--- config.mk ---
export PLATFORM = sky130hd
export DESIGN_NAME = frame_rate_pacer
export DESIGN_NICKNAME = d
export VERILOG_FILES = /design/src/frp_pkg.sv /design/src/frame_rate_pacer.sv
export SDC_FILE = /design/constraint.sdc
export NUM_CORES = 2
export LEC_CHECK = 0
export BUFFER_PORTS_ARGS = -buffer_cell sky130_fd_sc_hd__buf_2
export CORE_MARGIN = 2
export CORE_UTILIZATION = 64
export DETAILED_ROUTE_END_ITERATION = 7
export PLACE_DENSITY = 0.81
export SYNTH_ARGS = -nofsm -noshare
export SYNTH_HDL_FRONTEND = slang
export SYNTH_SLANG_ARGS = --single-unit
--- constraint.sdc ---
create_clock -name clk -period 12.44 [get_ports clk]
set_input_delay 1.244 -clock clk [delete_from_list [all_inputs] [get_ports clk]]
set_output_delay 1.244 -clock clk [all_outputs]
set_load 0.01 [all_outputs]
--- src/frp_pkg.sv ---
package frp_pkg;
    localparam int RING_DEPTH    = 32;
    localparam int RING_AW       = $clog2(RING_DEPTH);
    localparam int FILL_W        = RING_AW + 1;
    localparam int LATE_LIMIT_MS = 250;
    localparam logic [25:0] MS_SCALED = 26'd65536000;
    localparam logic [9:0]  RATE_RESET = 10'd60;
    localparam logic [15:0] NUM_HALF = 16'd15000;
    localparam logic [15:0] NUM_FULL = 16'd31000;

    typedef struct packed {
        logic [31:0] frame_count;
        logic [31:0] waited_total_ms;
        logic [6:0]  load_percent;
        logic [14:0] measured_rate;
        logic [9:0]  skips_last_period;
        logic        skip_next;
        logic [9:0]  wait_ms;
    } result_t;
endpackage

--- src/frame_rate_pacer.sv ---
// frame_rate_pacer: paces display frames from a millisecond time stamp.
// s_axis: one item per frame, tdata = now_ms (32 bits), tuser = kind
//   (0 frame boundary, 1 restart pacing at now_ms).
// m_axis: one result item per input item, tdata packs wait_ms, skip_next,
//   skips_last_period, measured_rate, load_percent, waited_total_ms,
//   frame_count from the lowest bit up.
// cfg_we/cfg_data write target_rate (0 = non-wait mode); write only when idle,
// s_axis_tready is low while cfg_we is high.
// each item runs through an idle state, the pacing step, two ring read steps,
// a 32-step restoring rate divide on the shared subtract unit, a sum of the
// 16 idle entries read one a cycle, the multiply and load steps and an output
// step. the period step divide is precomputed at a non-zero register write by
// the same 26-step restoring divider.
// s_axis_tready is low from acceptance until the result is sent; the result
// stays in the output register while m_axis_tready is low and the block is
// blocked meanwhile. a non-zero register write runs the period step divide
// before the next item can be accepted.
// reset loads rate 60 and its step and clears the counters and pacing state; rings read as zero via valid bits.
module frame_rate_pacer (
    input  logic         clk,
    input  logic         rst_n,
    input  logic         cfg_we,
    input  logic [9:0]   cfg_data,
    input  logic         s_axis_tvalid,
    output logic         s_axis_tready,
    input  logic [31:0]  s_axis_tdata,   // now_ms
    input  logic         s_axis_tuser,   // kind
    output logic         m_axis_tvalid,
    input  logic         m_axis_tready,
    output logic [111:0] m_axis_tdata    // wait_ms, skip_next, skips_last_period,
                                         // measured_rate, load_percent,
                                         // waited_total_ms, frame_count, zeros
);
    import frp_pkg::*;

    localparam logic [3:0] S_IDLE = 4'd0, S_PDIV = 4'd1, S_PACE = 4'd2,
                           S_RD0 = 4'd3, S_RD1 = 4'd4, S_RDIV = 4'd5,
                           S_SUM = 4'd6, S_MUL = 4'd7, S_LOAD = 4'd8,
                           S_OUT = 4'd9;

    logic [3:0]  state_reg, state_next;
    logic [9:0]  rate_reg;
    logic [31:0] last_reg, frames_reg, idle_total_reg;
    logic [25:0] accum_reg, step_reg;
    logic [FILL_W-1:0] fill_reg;
    logic [9:0]  phase_reg, skips_run_reg, skips_lat_reg;
    logic        skip_reg;
    logic        kind_reg;
    logic [31:0] now_reg;
    logic [9:0]  wait_out_reg;

    logic [31:0] stamp_mem [RING_DEPTH];
    logic [9:0]  idle_mem [RING_DEPTH];
    logic [RING_DEPTH-1:0] sv_reg, iv_reg;
    logic [31:0] stamp_rd_reg;
    logic [9:0]  idle_rd_reg;
    logic [31:0] stamp_a_reg;

    // shared restoring divider
    logic [31:0] rem_reg, quo_reg, dvs_reg;
    logic [5:0]  cnt_reg;
    logic [32:0] trial;
    assign trial = {rem_reg, quo_reg[31]} - {1'b0, dvs_reg};

    logic [14:0] mrate_reg;
    logic [13:0] sum_reg;
    logic [23:0] prod_reg;
    logic [6:0]  load_reg;
    logic [16:0] used_prod;
    logic [RING_AW-1:0] rd_addr;
    logic        full;
    result_t     res;

    assign full = fill_reg[FILL_W-1];
    assign s_axis_tready = (state_reg == S_IDLE) && !cfg_we;

    // divide by 160 as a shift by 5 and a multiply by 205/1024, exact below 16000
    assign used_prod = {8'd0, prod_reg[13:5]} * 17'd205;

    always_comb
    begin
        state_next = state_reg;
        case (state_reg)
            S_IDLE:
            begin
                if (cfg_we)
                begin
                    if (cfg_data != 10'd0)
                        state_next = S_PDIV;
                end
                else if (s_axis_tvalid)
                    state_next = S_PACE;
            end
            S_PDIV: if (cnt_reg == 6'd0) state_next = S_IDLE;
            S_PACE: state_next = S_RD0;
            S_RD0:  state_next = S_RD1;
            S_RD1:  state_next = S_RDIV;
            S_RDIV: if (cnt_reg == 6'd0) state_next = S_SUM;
            S_SUM:  if (cnt_reg == 6'd0) state_next = S_MUL;
            S_MUL:  state_next = S_LOAD;
            S_LOAD: state_next = S_OUT;
            S_OUT:  if (m_axis_tready) state_next = S_IDLE;
            default: state_next = S_IDLE;
        endcase
    end

    always_comb
    begin
        rd_addr = '0;
        case (state_reg)
            S_PACE: rd_addr = fill_reg[RING_AW-1:0] - 1'b1;
            S_RD0:  rd_addr = full ? fill_reg[RING_AW-1:0]
                                   : fill_reg[RING_AW-1:0] - RING_AW'(16);
            S_RDIV, S_SUM: rd_addr = RING_AW'(cnt_reg[3:0]);
            default: rd_addr = '0;
        endcase
    end

    // ring reads, registered
    always_ff @(posedge clk)
    begin
        stamp_rd_reg <= stamp_mem[rd_addr];
        idle_rd_reg  <= idle_mem[rd_addr];
    end

    logic [31:0] stamp_v;
    logic [9:0]  idle_v;
    logic [RING_AW-1:0] rd_addr_d;
    always_ff @(posedge clk) rd_addr_d <= rd_addr;
    assign stamp_v = sv_reg[rd_addr_d] ? stamp_rd_reg : 32'd0;
    assign idle_v  = iv_reg[rd_addr_d] ? idle_rd_reg : 10'd0;

    // pacing step (combinational part: accumulator add, elapsed time and lateness compares)
    logic [FILL_W-1:0] fill_inc;
    logic [25:0] acc_new;
    logic [9:0]  wt;
    logic [31:0] elp, dly_raw, dly;
    logic        late, skip_new;
    always_comb
    begin
        fill_inc = fill_reg + 1'b1;
        if (fill_inc == '0) fill_inc = FILL_W'(RING_DEPTH);
        acc_new = {10'd0, accum_reg[15:0]} + step_reg;
        wt = acc_new[25:16];
        elp = now_reg - last_reg;
        late = elp >= {22'd0, wt};
        dly_raw = elp - {22'd0, wt};
        dly = (dly_raw >= 32'(LATE_LIMIT_MS)) ? 32'd0 : dly_raw;
        skip_new = dly >= 32'({wt, 1'b0}) + 32'(wt);
    end

    always_ff @(posedge clk)
    begin
        if (state_reg == S_PACE && !kind_reg)
        begin
            stamp_mem[fill_reg[RING_AW-1:0]] <= now_reg;
            idle_mem[fill_inc[RING_AW-1:0]] <= (rate_reg != 0 && !late) ? elp[9:0] : 10'd0;
        end
    end

    always_ff @(posedge clk or negedge rst_n)
    begin
        if (!rst_n)
        begin
            state_reg <= S_IDLE;
            rate_reg <= RATE_RESET;
            last_reg <= '0; frames_reg <= '0; idle_total_reg <= '0;
            accum_reg <= '0; step_reg <= 26'(MS_SCALED / 60);
            fill_reg <= '0; phase_reg <= '0; skips_run_reg <= '0;
            skips_lat_reg <= '0; skip_reg <= 1'b0;
            sv_reg <= '0; iv_reg <= '0; cnt_reg <= '0;
        end
        else
        begin
            state_reg <= state_next;
            case (state_reg)
                S_IDLE:
                begin
                    if (cfg_we)
                    begin
                        rate_reg <= cfg_data;
                        skip_reg <= 1'b0; skips_run_reg <= '0; skips_lat_reg <= '0;
                        idle_total_reg <= '0; frames_reg <= '0; fill_reg <= '0;
                        phase_reg <= '0;
                        if (cfg_data != 10'd0)
                        begin
                            accum_reg <= '0;
                            rem_reg <= '0;
                            quo_reg <= {MS_SCALED, 6'd0};
                            dvs_reg <= {22'd0, cfg_data};
                            cnt_reg <= 6'd25;
                        end
                    end
                    else if (s_axis_tvalid)
                    begin
                        kind_reg <= s_axis_tuser;
                        now_reg <= s_axis_tdata;
                    end
                end
                S_PDIV:
                begin
                    if (!trial[32]) begin rem_reg <= trial[31:0]; quo_reg <= {quo_reg[30:0], 1'b1}; end
                    else begin rem_reg <= {rem_reg[30:0], quo_reg[31]}; quo_reg <= {quo_reg[30:0], 1'b0}; end
                    cnt_reg <= cnt_reg - 1'b1;
                    if (cnt_reg == 6'd0)
                        step_reg <= !trial[32] ? {quo_reg[24:0], 1'b1} : {quo_reg[24:0], 1'b0};
                end
                S_PACE:
                begin
                    wait_out_reg <= '0;
                    if (kind_reg)
                    begin
                        last_reg <= now_reg; skip_reg <= 1'b0;
                        skips_run_reg <= '0; skips_lat_reg <= '0;
                    end
                    else
                    begin
                        sv_reg[fill_reg[RING_AW-1:0]] <= 1'b1;
                        iv_reg[fill_inc[RING_AW-1:0]] <= 1'b1;
                        fill_reg <= fill_inc;
                        frames_reg <= frames_reg + 1'b1;
                        if (rate_reg != 0)
                        begin
                            phase_reg <= ({1'b0, phase_reg} + 11'd1 >= {1'b0, rate_reg})
                                         ? 10'd0 : phase_reg + 1'b1;
                            accum_reg <= acc_new;
                            if (late)
                            begin
                                skip_reg <= skip_new;
                                if (phase_reg == 0)
                                begin
                                    skips_lat_reg <= skips_run_reg;
                                    skips_run_reg <= {9'd0, skip_new};
                                end
                                else if (skip_new && skips_run_reg != 10'h3ff)
                                    skips_run_reg <= skips_run_reg + 1'b1;
                                last_reg <= now_reg - dly;
                            end
                            else
                            begin
                                if (phase_reg == 0)
                                begin
                                    skips_lat_reg <= skips_run_reg;
                                    skips_run_reg <= '0;
                                end
                                idle_total_reg <= idle_total_reg + elp;
                                skip_reg <= 1'b0;
                                last_reg <= last_reg + {22'd0, wt};
                                wait_out_reg <= wt - elp[9:0];
                            end
                        end
                    end
                end
                S_RD0:
                begin
                    // newest stamp: the one just written for a frame, else the newest stored one
                    stamp_a_reg <= kind_reg ? stamp_v : now_reg;
                end
                S_RD1:
                begin
                    // stamp_v holds the oldest stamp of the span here
                    dvs_reg <= stamp_a_reg - stamp_v;
                    quo_reg <= 32'(full ? NUM_FULL : NUM_HALF)
                               + ((stamp_a_reg - stamp_v) >> 1);
                    rem_reg <= '0;
                    cnt_reg <= 6'd31;
                end
                S_RDIV:
                begin
                    if (!trial[32]) begin rem_reg <= trial[31:0]; quo_reg <= {quo_reg[30:0], 1'b1}; end
                    else begin rem_reg <= {rem_reg[30:0], quo_reg[31]}; quo_reg <= {quo_reg[30:0], 1'b0}; end
                    if (cnt_reg == 6'd0)
                    begin
                        mrate_reg <= (fill_reg < FILL_W'(16) || dvs_reg == 32'd0) ? 15'd0
                                     : (!trial[32] ? {quo_reg[13:0], 1'b1} : {quo_reg[13:0], 1'b0});
                        cnt_reg <= 6'd16;
                        sum_reg <= '0;
                    end
                    else
                        cnt_reg <= cnt_reg - 1'b1;
                end
                S_SUM:
                begin
                    cnt_reg <= cnt_reg - 1'b1;
                    if (cnt_reg != 6'd16) sum_reg <= sum_reg + {4'd0, idle_v};
                end
                S_MUL:  prod_reg <= sum_reg * rate_reg;
                S_LOAD:
                begin
                    load_reg <= (fill_reg < FILL_W'(16) || prod_reg >= 24'd16000) ? 7'd0
                                : 7'd100 - used_prod[16:10];
                end
                S_OUT:  ;
                default: ;
            endcase
        end
    end

    assign res.wait_ms = wait_out_reg;
    assign res.skip_next = skip_reg;
    assign res.skips_last_period = skips_lat_reg;
    assign res.measured_rate = mrate_reg;
    assign res.load_percent = load_reg;
    assign res.waited_total_ms = idle_total_reg;
    assign res.frame_count = frames_reg;
    assign m_axis_tvalid = (state_reg == S_OUT);
    assign m_axis_tdata = {5'd0, res.frame_count, res.waited_total_ms, res.load_percent,
                           res.measured_rate, res.skips_last_period, res.skip_next,
                           res.wait_ms};

`ifndef SYNTHESIS
    a_one_side: assert property (@(posedge clk) disable iff (!rst_n)
        !(s_axis_tready && m_axis_tvalid)) else $error("ready while result pending");
    a_hold: assert property (@(posedge clk) disable iff (!rst_n)
        m_axis_tvalid && !m_axis_tready |=> m_axis_tvalid && $stable(m_axis_tdata))
        else $error("result changed under stall");
    a_load: assert property (@(posedge clk) disable iff (!rst_n)
        m_axis_tvalid |-> load_reg <= 7'd100) else $error("load out of range");
`endif
endmodule
==> metrics.cfg <==
[critical_path]
slowest_stage=o41ai_1
worstRegToRegCells=39
path_common_cell=a21oi_1
slowest_delay_ns=0.74
critPathMaxFanout=9
crit_type=register to register
start_kind=register
critPathArrivalTime_ns=11.06
crit_required_ns=13.09
cp-end-kind=register

[sta]
fin_crit_sh_pct=83.65
rsz0062_at_grt=false
slew_headroom_pct=12.64
slew_violations=0
setup_viol=0
period_needed_ns=10.41
max_freq_ghz=0.09609
hold_ws_ns=0.3812
worst_slew_pin_slew_ns=1.297
tns_ns=0
clock-skew-final_ns=0.08372
finalHoldViolCount=0

[route]
viasPerCell=6.548
firstDrtPassIters=8
ant_nets=0
drt_iter0_markers=9526
wirelength_um=263000
vias=69067
drcViolationCount=1
post_drt_wl_per_cell_um=24.93

[clock_network]
clkTransAtPathRegs_ns=0.06
cts_hold_buf=0
cts_tree=yes
cts_resized=0
postCtsSetupBuffers=0
clkSinkCount=1881
clock_path_buffers=3
root_buffer=clkbuf_16
clkLatencyLatePin_ns=0.88
cts-htree-levels=4
numCtsBuffers=186

[logic_synthesis]
synthDistinctLibCells=100
synthXorXnorAreaFrac_pct=2.748
ys_ff_latch=1881
synth_top_family_by_area=simple AND/OR/NAND/NOR gates
synthesis.area_sq_um=93390
synth_edf_count=1575
synth_simple_gate_area_share_pct=17.08
avgSynthCellArea_sq_um=11.13
synthAdderAreaFrac_pct=7.363
yosysWarnings=0
yosysSeqAreaShare_pct=58.61
muxShareOfSynthArea_pct=0.9955
synth_ff_type=edfxtp_1
synth_compound_area_share_pct=9.977
syn_inst=8390
ys_async_sr_fraction_pct=13.77

[grt]
grt_pass1_wl_um=394800
antenna_found_initial=15
grt_pass1_vias=66595
grt_start_max_net_pins=187
grt_overflow=0
grtUsageTotal_pct=35.04

[hold_path]
hold_class=input port to asynchronous set/reset pin

[placement]
hpwl_um=156500
port_buffers=156
routabilityCongestion=0.9448

[final_layout]
final_cell_mix=nand2_1, edfxtp_1, nand3_1
area_growth_pct=9.908
layout-drive-gt1-share_pct=9.503
final_util_pct=70.68
layout.nets=8992
layout_commonest_cell=nand2_1
largest_reg_flops=1024

[power]
ir_worst_vdd_mv=0.3711
p_total_mw=28.40
pwr-share-comb_pct=51.5
seq_power_share_pct=28.8
internal_power_mw=16.06
cellLeakagePower_nw=40.25
p_switching_mw=12.33
power.density_nw_per_um2=276.7
pwr-share-clk_pct=19.7
p_sw_share_pct=43.43

[floorplan]
die_h_um=386.0
pin_count=162
rows=140
die_w_um=386.0
core_sq_um=145200
die_area_sq_um=149000
initial_utilization_pct=64.31

[outcome]
status=complete, but fails checks
violations=DRC

[job]
maxCapViolCount=0

stage by stage:
stage	setup WS [ns]	cells	area, sq um
floorplan	3.705	8420	93500
global placement	2.286	10198	96530
detailed placement	2.221	10198	96530
CTS	2.158	10546	102600
global route	1.154	10548	102600
finish	2.033	10548	102600
cells by family (layout without fill, tap and decap cells):
family / count (synthesis) / after routing
adders and majority gates: 479 / 479
DFF: 1881 / 1881
xor gates and xnor gates: 293 / 293
and+or+nand+nor: 3561 / 3561
buffers and inverters: 793 / 1002
AOI/OAI and AO/OA: 1317 / 1317
other: 2 / 34
muxes: 64 / 64
final cells by class:
class / count / area (sq um)
clock inverters: 96 / 1026
well taps: 1917 / 2399
fillers: 9560 / 42570
flip-flops and latches: 1881 / 54730
multi-input cells: 5746 / 36120
repair buffers: 303 / 1944
diodes: 2 / 5.005
clock buffers: 252 / 5076
inverters: 351 / 1338
per-layer routing:
metal,track usage (%),up-vias,share of wire [%]
li1,-,30382,-
met1,47.11,33350,37
met2,53.44,4466,45
met3,7.950,861,13
met4,18.81,8,5.9
met5,0,-,0.019
Yosys cell counts, types with 81 or more instances:
cell type	n	area share, %
a311oi_1	256	2.4
fa_1	119	2.6
nor3_1	84	0.45
o21ai_0	250	1.3
inv_1	343	1.4
and2_1	103	0.69
clkbuf_1	407	1.6
nand3_1	615	3.3
xor2_1	98	0.92
a21o_1	81	0.65
nor2_1	372	1.5
dfrtp_1	246	6.6
edfxtp_1	1575	51
o31ai_1	93	0.75
and3_1	177	1.2
ha_1	356	4.8
a21oi_1	222	1.2
xnor2_1	195	1.8
nand2_1	1861	7.5
or2_2	87	0.58
power by group through the flow:
stage	sequential (mW)	clock, mW	combinational, mW
finish	8.17	5.61	14.6
global route	8.21	5.87	16.1
CTS	8.14	5.62	14.4
detailed placement	8.26	0	14.2
global placement	8.24	0	13.8
floorplan	8.01	0	10.8
critical path, delay by kind of cell (launching register included):
| kind | cells | cell delay, ns |
|---|---|---|
| mux | 1 | 0.20 |
| xor+xnor | 2 | 0.70 |
| fa+ha+maj | 4 | 1.41 |
| flops | 1 | 0.38 |
| simple gates | 10 | 2.14 |
| compound gates | 22 | 5.39 |
worst paths after layout:
| path | endpoint | start | slack, ns |
|---|---|---|---|
| worst max register to register | last_reg[31] | accum_reg[0] | 2.03 |
| max in group asynchronous | skips_lat_reg[0] | rst_n | 9.67 |
| worst min register to register | iv_reg[19] | iv_reg[19] | 0.47 |
| worst min-delay path | idle_total_reg[10] | rst_n | 0.38 |
| worst max-delay path | last_reg[31] | accum_reg[0] | 2.03 |
| min in group clk | iv_reg[19] | iv_reg[19] | 0.47 |
Note: power is estimated with default switching activity, not from simulation.
